### src/rtl/core/dash_pattern_stepper_defines.svh
// Assertion macros shared by the dash pattern stepper RTL.
`ifndef DASH_PATTERN_STEPPER_DEFINES_SVH
`define DASH_PATTERN_STEPPER_DEFINES_SVH

`ifndef SYNTHESIS
// Implication or plain property, checked on every rising edge out of reset.
`define DPS_ASSERT(label, clk, rst_n, prop, msg) \
  label: assert property (@(posedge clk) disable iff (!rst_n) prop) else $error(msg);
// A condition that must never hold out of reset.
`define DPS_ASSERT_NEVER(label, clk, rst_n, cond, msg) \
  label: assert property (@(posedge clk) disable iff (!rst_n) !(cond)) else $error(msg);
`else
`define DPS_ASSERT(label, clk, rst_n, prop, msg)
`define DPS_ASSERT_NEVER(label, clk, rst_n, cond, msg)
`endif

`endif

### src/rtl/core/dps_pkg.sv
// Package with widths, register codes, types and helpers of the dash pattern stepper.
`default_nettype none
package dps_pkg;

  localparam int MAX_DASHES = 8;
  localparam int DIST_W     = 16;
  localparam int LEN_W      = 8;
  localparam int IDX_W      = 3;
  localparam int ENT_W      = 4;
  localparam int CNT_W      = 16;
  localparam int POS_W      = DIST_W + 1;
  localparam int TOT_W      = 11;
  localparam int BIT_W      = 5;
  localparam int LENS_W     = MAX_DASHES * LEN_W;
  localparam int APB_AW     = 4;
  localparam int APB_DW     = 64;

  // Register select, taken from paddr bit 3 (registers sit 8 bytes apart).
  localparam logic REG_LENGTHS = 1'b0;
  localparam logic REG_ENTRIES = 1'b1;

  localparam logic [LENS_W-1:0] LENGTHS_RESET = 64'd1028;
  localparam logic [ENT_W-1:0]  ENTRIES_RESET = 4'd2;

  typedef enum logic [4:0] {
    ST_IDLE = 5'b00001,
    ST_SUM  = 5'b00010,
    ST_MOD  = 5'b00100,
    ST_WALK = 5'b01000,
    ST_OUT  = 5'b10000
  } state_e;

  typedef struct packed {
    logic [LENS_W-1:0] lengths;
    logic [ENT_W-1:0]  entries;  // already clamped to 1..MAX_DASHES
  } cfg_t;

  function automatic logic [LEN_W-1:0] len_at(input logic [LENS_W-1:0] lens,
                                               input logic [IDX_W-1:0] idx);
    logic [LEN_W-1:0] v;
    v = lens[idx*LEN_W +: LEN_W];
    return (v == '0) ? LEN_W'(1) : v;
  endfunction

  function automatic logic [IDX_W-1:0] next_idx(input logic [IDX_W-1:0] idx,
                                                input logic [ENT_W-1:0] n);
    logic [ENT_W-1:0] t;
    t = {1'b0, idx} + ENT_W'(1);
    return (t >= n) ? '0 : t[IDX_W-1:0];
  endfunction

endpackage
`default_nettype wire

### src/rtl/core/dash_pattern_stepper.sv
// Dash pattern stepper: advances a position along a repeating line-dash pattern.
//
// Usage. Each input transaction on the s_axis channel carries a pixel distance
// in tdata and a restart flag in tuser. Restart clears the dash index, the
// offset and the dash count before the step is applied. Every input transaction
// yields exactly one output transaction on m_axis with the new dash index,
// offset within the dash, the 16-bit wrapping dash count and the pen state.
// A step that stays inside the current dash goes from acceptance straight
// to the output state, ST_OUT. A step that leaves it runs one shared 17-bit
// add/subtract unit through period summing over the dashes in use, a
// bit-serial remainder of the overshoot and a dash walk, in the states
// ST_SUM, ST_MOD and ST_WALK, before it reaches ST_OUT.
// s_axis_tready is high only while the sequencer is idle; one item is in
// flight at a time. The result sits in an output register, so the next item
// is accepted while it waits; if the receiver still stalls when the next
// result is done, the sequencer holds it until the register frees up. Reset
// clears the position and loads two dashes of length 4. Configuration writes
// go through the APB-style port and must happen while the block is idle.
`default_nettype none
`include "dash_pattern_stepper_defines.svh"
module dash_pattern_stepper import dps_pkg::*; (
  input  wire logic              clk_i,
  input  wire logic              rst_ni,
  // Input stream.
  input  wire logic              s_axis_tvalid,
  output logic                   s_axis_tready,
  input  wire logic [15:0]       s_axis_tdata,   // [15:0] distance
  input  wire logic              s_axis_tuser,   // [0] restart
  // Output stream.
  output logic                   m_axis_tvalid,
  input  wire logic              m_axis_tready,
  // [2:0] dash_index_out, [10:3] offset_out, [26:11] dash_count_out,
  // [27] pen_on, [31:28] zero
  output logic [31:0]            m_axis_tdata,
  // Configuration port.
  input  wire logic              psel,
  input  wire logic              penable,
  input  wire logic              pwrite,
  input  wire logic [APB_AW-1:0] paddr,
  input  wire logic [APB_DW-1:0] pwdata,
  output logic      [APB_DW-1:0] prdata,
  output logic                   pready
);

  cfg_t cfg;

  dps_cfg u_cfg (
    .clk_i   (clk_i),
    .rst_ni  (rst_ni),
    .psel    (psel),
    .penable (penable),
    .pwrite  (pwrite),
    .paddr   (paddr),
    .pwdata  (pwdata),
    .prdata  (prdata),
    .pready  (pready),
    .cfg_o   (cfg)
  );

  state_e state_q, state_d;

  // Committed position.
  logic [IDX_W-1:0] idx_q;
  logic [LEN_W-1:0] off_q;
  logic [CNT_W-1:0] cnt_q;
  // Working registers of the long path.
  logic [IDX_W-1:0] widx_q;
  logic [CNT_W-1:0] wcnt_q;
  logic [POS_W-1:0] rem_q;
  logic [TOT_W-1:0] acc_q;   // pattern period
  logic [TOT_W-1:0] r_q;     // running remainder
  logic [BIT_W-1:0] bit_q;
  logic [IDX_W-1:0] sum_i_q;
  // Output register.
  logic             m_valid_q;
  logic [31:0]      m_data_q;

  logic             accept;
  logic [IDX_W-1:0] base_idx;
  logic [LEN_W-1:0] base_off;
  logic [CNT_W-1:0] base_cnt;
  logic [POS_W-1:0] pos;
  logic [TOT_W:0]   shifted;

  // Shared add/subtract unit; carry out of a subtract means a >= b.
  logic [POS_W-1:0] op_a, op_b;
  logic             op_sub;
  logic [POS_W:0]   alu_res;
  logic             alu_ge;

  assign s_axis_tready = (state_q == ST_IDLE);
  assign accept        = s_axis_tvalid & s_axis_tready;

  assign base_idx = s_axis_tuser ? '0 : idx_q;
  assign base_off = s_axis_tuser ? '0 : off_q;
  assign base_cnt = s_axis_tuser ? '0 : cnt_q;
  assign pos      = POS_W'(base_off) + POS_W'(s_axis_tdata);
  assign shifted  = {r_q, rem_q[bit_q]};

  always_comb begin
    op_sub = 1'b1;
    op_a   = pos;
    op_b   = POS_W'(len_at(cfg.lengths, base_idx));
    case (state_q)
      ST_SUM: begin
        op_sub = 1'b0;
        op_a   = POS_W'(acc_q);
        op_b   = POS_W'(len_at(cfg.lengths, sum_i_q));
      end
      ST_MOD: begin
        op_a = POS_W'(shifted);
        op_b = POS_W'(acc_q);
      end
      ST_WALK: begin
        op_a = POS_W'(r_q);
        op_b = POS_W'(len_at(cfg.lengths, widx_q));
      end
      default: ;
    endcase
  end

  assign alu_res = {1'b0, op_a} + {1'b0, op_b ^ {POS_W{op_sub}}} + (POS_W+1)'(op_sub);
  assign alu_ge  = alu_res[POS_W];

  always_comb begin
    state_d = state_q;
    case (state_q)
      ST_IDLE: begin
        if (accept) state_d = alu_ge ? ST_SUM : ST_OUT;
      end
      ST_SUM: begin
        if ({1'b0, sum_i_q} == cfg.entries - ENT_W'(1)) state_d = ST_MOD;
      end
      ST_MOD: begin
        if (bit_q == '0) state_d = ST_WALK;
      end
      ST_WALK: begin
        if (!alu_ge) state_d = ST_OUT;
      end
      ST_OUT: begin
        if (!m_valid_q || m_axis_tready) state_d = ST_IDLE;
      end
      default: state_d = ST_IDLE;
    endcase
  end

  always_ff @(posedge clk_i or negedge rst_ni) begin
    if (!rst_ni) begin
      state_q   <= ST_IDLE;
      idx_q     <= '0;
      off_q     <= '0;
      cnt_q     <= '0;
      m_valid_q <= 1'b0;
    end else begin
      state_q <= state_d;
      // A new result loads the output register as soon as it is free.
      if (state_q == ST_OUT && (!m_valid_q || m_axis_tready)) begin
        m_valid_q <= 1'b1;
      end else if (m_axis_tready) begin
        m_valid_q <= 1'b0;
      end
      case (state_q)
        ST_IDLE: begin
          if (accept) begin
            idx_q <= base_idx;
            cnt_q <= base_cnt;
            off_q <= alu_ge ? base_off : pos[LEN_W-1:0];
          end
        end
        ST_WALK: begin
          // The walk ends on the first dash longer than what is left.
          if (!alu_ge) begin
            idx_q <= widx_q;
            off_q <= r_q[LEN_W-1:0];
            cnt_q <= wcnt_q;
          end
        end
        default: ;
      endcase
    end
  end

  always_ff @(posedge clk_i) begin
    case (state_q)
      ST_IDLE: begin
        if (accept) begin
          rem_q   <= alu_res[POS_W-1:0];
          wcnt_q  <= base_cnt + CNT_W'(1);
          widx_q  <= next_idx(base_idx, cfg.entries);
          acc_q   <= '0;
          sum_i_q <= '0;
        end
      end
      ST_SUM: begin
        acc_q   <= alu_res[TOT_W-1:0];
        sum_i_q <= sum_i_q + IDX_W'(1);
        r_q     <= '0;
        bit_q   <= BIT_W'(POS_W-1);
      end
      ST_MOD: begin
        // Restoring remainder: one bit of the overshoot per cycle.
        r_q   <= alu_ge ? alu_res[TOT_W-1:0] : shifted[TOT_W-1:0];
        bit_q <= bit_q - BIT_W'(1);
      end
      ST_WALK: begin
        if (alu_ge) begin
          r_q    <= alu_res[TOT_W-1:0];
          wcnt_q <= wcnt_q + CNT_W'(1);
          widx_q <= next_idx(widx_q, cfg.entries);
        end
      end
      ST_OUT: begin
        if (!m_valid_q || m_axis_tready) begin
          m_data_q <= {4'b0, ~cnt_q[0], cnt_q, off_q, idx_q};
        end
      end
      default: ;
    endcase
  end

  assign m_axis_tvalid = m_valid_q;
  assign m_axis_tdata  = m_data_q;

  // Checks on the sequencer.
  `DPS_ASSERT(a_one_item_in_flight, clk_i, rst_ni, accept |=> !s_axis_tready, "accepted while busy")
  `DPS_ASSERT(a_rem_below_period, clk_i, rst_ni, (state_q == ST_MOD || state_q == ST_WALK) |-> (r_q < acc_q), "remainder not below period")
  `DPS_ASSERT_NEVER(a_walk_index_range, clk_i, rst_ni, (state_q == ST_WALK) && ({1'b0, widx_q} >= cfg.entries), "walk index beyond list")

endmodule
`default_nettype wire

### src/rtl/core/dps_cfg.sv
// Configuration register file of the dash pattern stepper behind an APB-style port.
`default_nettype none
module dps_cfg import dps_pkg::*; (
  input  wire logic              clk_i,
  input  wire logic              rst_ni,
  input  wire logic              psel,
  input  wire logic              penable,
  input  wire logic              pwrite,
  input  wire logic [APB_AW-1:0] paddr,
  input  wire logic [APB_DW-1:0] pwdata,
  output logic      [APB_DW-1:0] prdata,
  output logic                   pready,
  output cfg_t                   cfg_o
);

  logic [LENS_W-1:0] lengths_q;
  logic [ENT_W-1:0]  entries_q;
  logic              wr_en;

  assign pready = 1'b1;
  assign wr_en  = psel & penable & pwrite & pready;

  always_ff @(posedge clk_i or negedge rst_ni) begin
    if (!rst_ni) begin
      lengths_q <= LENGTHS_RESET;
      entries_q <= ENTRIES_RESET;
    end else if (wr_en) begin
      case (paddr[3])
        REG_LENGTHS: lengths_q <= pwdata[LENS_W-1:0];
        REG_ENTRIES: entries_q <= pwdata[ENT_W-1:0];
        default: ;
      endcase
    end
  end

  always_comb begin
    case (paddr[3])
      REG_LENGTHS: prdata = lengths_q;
      REG_ENTRIES: prdata = {{(APB_DW-ENT_W){1'b0}}, entries_q};
      default:     prdata = '0;
    endcase
  end

  // Zero entries act as one, anything above the list size as the full list.
  always_comb begin
    cfg_o.lengths = lengths_q;
    if (entries_q == '0) begin
      cfg_o.entries = ENT_W'(1);
    end else if (entries_q > ENT_W'(MAX_DASHES)) begin
      cfg_o.entries = ENT_W'(MAX_DASHES);
    end else begin
      cfg_o.entries = entries_q;
    end
  end

endmodule
`default_nettype wire

### config.mk
export PLATFORM = sky130hd
export DESIGN_NAME = dash_pattern_stepper
export DESIGN_NICKNAME = d
export VERILOG_FILES = /design/src/rtl/core/dps_pkg.sv /design/src/rtl/core/dash_pattern_stepper.sv /design/src/rtl/core/dps_cfg.sv
export VERILOG_INCLUDE_DIRS = /design/src /design/src/rtl/core
export SDC_FILE = /design/constraint.sdc
export NUM_CORES = 1
export LEC_CHECK = 0
export ABC_AREA = 1
export BUFFER_PORTS_ARGS = -buffer_cell sky130_fd_sc_hd__buf_2
export CORE_ASPECT_RATIO = 0.6
export CORE_UTILIZATION = 40
export CTS_BUF_LIST = sky130_fd_sc_hd__clkbuf_16
export DETAILED_ROUTE_END_ITERATION = 8
export GPL_ROUTABILITY_DRIVEN = 0
export PLACE_DENSITY = 0.62
export SYNTH_ARGS = -nofsm -noshare
export SYNTH_HDL_FRONTEND = slang
export SYNTH_SLANG_ARGS = --single-unit
### constraint.sdc
create_clock -name clk_i -period 5.4 [get_ports clk_i]
set_clock_uncertainty 0.1 [all_clocks]
set_input_delay 1.08 -clock clk_i [delete_from_list [all_inputs] [get_ports clk_i]]
set_output_delay 1.08 -clock clk_i [all_outputs]
set_load 0.02 [all_outputs]
==> results.tsv <==
metric	value	unit
critical path arrival	5.19	ns
run status	finished clean	
synth top area cells	edfxtp_1 23%, dfrtp_1 19%, nand2_1 13%	
final hold slack	0.349	ns
Final #Nets	1987	
critical-path maximum fanout	10	
critical path's slowest cell	fa_2	
Port Buf Inserts	182	
Die Footprint	32000	µm²
Critical Path Sink Type	flop	
Relative slew margins	25.9	%
clock slew at reported path FFs	0.07	ns
Post-synth EDFFs	94	
DRC viols	0	
Fillers	3087	
Syn-to-layout area delta	17.3	%
largest net degree at the start of global routing	86	
Initial Util	41.2	%
Worst-Margin Slew	1.11	ns
die width	230	µm
drt initial violations	1250	
Post-synth top cells	441 x nand2_1, 191 x nor2_1, 185 x inv_1	
floorplan row count	49	
worst min-delay path class	flop to flop	
Synth top area share	22.6	%
global-route usage over all layers	23.7	%
Clock Latency Late Sink	0.46	ns
Routed Wire Length	37700	µm
cell with the most instances after synthesis	nand2_1	
Top cell by count, worst path	inv_2	
dominant synthesized flop cell	dfrtp_1	
final worst slack	0.289	ns
Setup crit start kind	input pin	
number of distinct library cells after synthesis	52	
RSZ-0062 raised after global routing	false	
Core ar.	30300	µm²
multi-input logic area	6040	µm²
H-tree depth	4	
Finished Cell Area	14600	µm²
Max Slew Vio Count	0	
FMAX	196	MHz
CTS Buffer Depth	2	
final setup fails	0	
mean post-synth cell area	7.45	µm²
Yosys Warn Count	0	
kind of critical path	input pin to flop	
layout cells sized above 1	17.1	%
crit share post-route	94.6	%
initial antenna violation count	0	
Pleak	7.22	nW
drt first pass iters	5	
post-synthesis sequential area ratio	42.9	%
Netlist Area Pre-Place	12500	µm²
average wire per standard cell	16.6	µm
register area	5360	µm²
Max-Cap Viols	0	
hpwl dp	28500	µm
maximum VDD drop	0.307	mV
total CTS buffers	17	
final count of hold timing violations	0	
global route total overflow	0	
Req. time, crit path	5.47	ns
Sinks on Clock Net	195	
ant diodes	0	
# IOs	191	
root buffer cell	clkbuf_16	
CP max stage delay	0.38	ns
power per cell area	594	nW/µm²
Syn Inst Count	1677	
via count	11900	
first-pass GRT wire length	59300	µm
post-DR vias/cell	5.23	
Die Y	139	µm
FF+latch count, synth	195	
CTS tree	yes	
Detail Route Antenna Nets	0	
final critical-path required period	5.11	ns
Post-Place Worst Slack	-0.143	ns
placed inst area	14100	µm²
area leader, netlist	edfxtp_1	
asr flop ratio synth	51.8	%
vias in the first global route	11000	
## flip-flops by register name (all words and copies together) (netlist names)
register / flops
off_q: 8
idx_q: 3
cnt_q: 16
m_axis_tdata: 28
u_cfg.entries_q: 4
bit_q: 5
rem_q: 17
widx_q: 3
wcnt_q: 16
r_q: 11
sum_i_q: 3
m_axis_tvalid: 1
state_q: 5
acc_q: 11
u_cfg.lengths_q: 64
## stage by stage
step                power [mW]  utilization, %  cells  setup TNS (ns)
floorplan                 5.74               -   1680           -1.11
detailed placement        7.40            46.5   2243           -5.21
finish                    8.70            48.3   2276               0
global route              9.36            48.3   2276               0
CTS                       8.61            48.2   2275               0
global placement          7.34            46.5   2243           -1.23
## placed cells by master (no fill, tap or decap), types with 15 or more instances in the layout
cell and n:
o21ai_0 82, ha_1 37, nand2_1 436, edfxtp_1 94
xor2_1 28, nand3_1 146, a21oi_1 120, nor2_1 189
clkbuf_16 17, o211ai_1 27, o21ai_1 15, buf_4 56
buf_2 181, dfrtp_1 97, inv_1 182
## worst max-delay path, delay by kind of cell
kind	cells	cell delay (ns)
and+or+nand+nor	18	2.05
AOI/OAI and AO/OA	2	0.17
adders and majority gates	3	0.85
buffers and inverters	11	1.02
## where the power goes
part / switching [mW] / total (mW) / internal, mW
logic: 3.30 / 5.03 / 1.72
registers: 0.272 / 2.48 / 2.21
clock network: 0.598 / 1.19 / 0.593
## final timing paths
kind / from / end / slack (ns) / cells past startpoint
setup reg to reg: off_q[0] / r_q[4] / 0.68 / 32
max in group asynchronous: rst_ni / u_cfg.lengths_q[23] / 3.51 / 2
setup / recovery: s_axis_tuser / r_q[4] / 0.29 / 34
hold / removal: idx_q[1] / m_axis_tdata[1] / 0.35 / 0
min in group asynchronous: rst_ni / cnt_q[0] / 0.58 / 1
hold reg to reg: idx_q[1] / m_axis_tdata[1] / 0.35 / 0
## metal layers
layer / vias to the layer above / wire (µm) / share of wire (%) / global-route usage, %
met1: 5517 / 18400 / 49 / 35.8
li1: 5867 / - / - / -
met3: 32 / 3770 / 10 / 7.07
met5: - / 0 / 0 / 0
met2: 495 / 15200 / 40 / 33.0
met4: 0 / 379 / 1.0 / 5.30
## kinds of logic after synthesis
group	after synthesis	share of synthesized area (%)
other	2	0.0601
adder cells (fa/ha/maj)	40	4.13
AND/OR/NAND/NOR	821	27.2
AO/OA/AOI/OAI	295	13.5
flip-flops	195	42.9
buffers and inverters	285	9.54
XOR/XNOR	39	2.73
## final cells by class
type,count,area share [%]
timing repair buffer,243,9.88
tap,408,3.49
sequential,195,36.6
clock buffer,17,2.90
multi-input combinational,1200,41.3
clock inverter,15,0.743
inverter,198,5.16
## repair_timing
item | CTS | global route
buffers inserted | 0 | 1
hold buffers | 0 | 0
hold endpoints to repair | 0 | 0
gates resized for setup | 0 | 1
setup endpoints to repair | 0 | 3
Power figures use the tool's default switching activity.
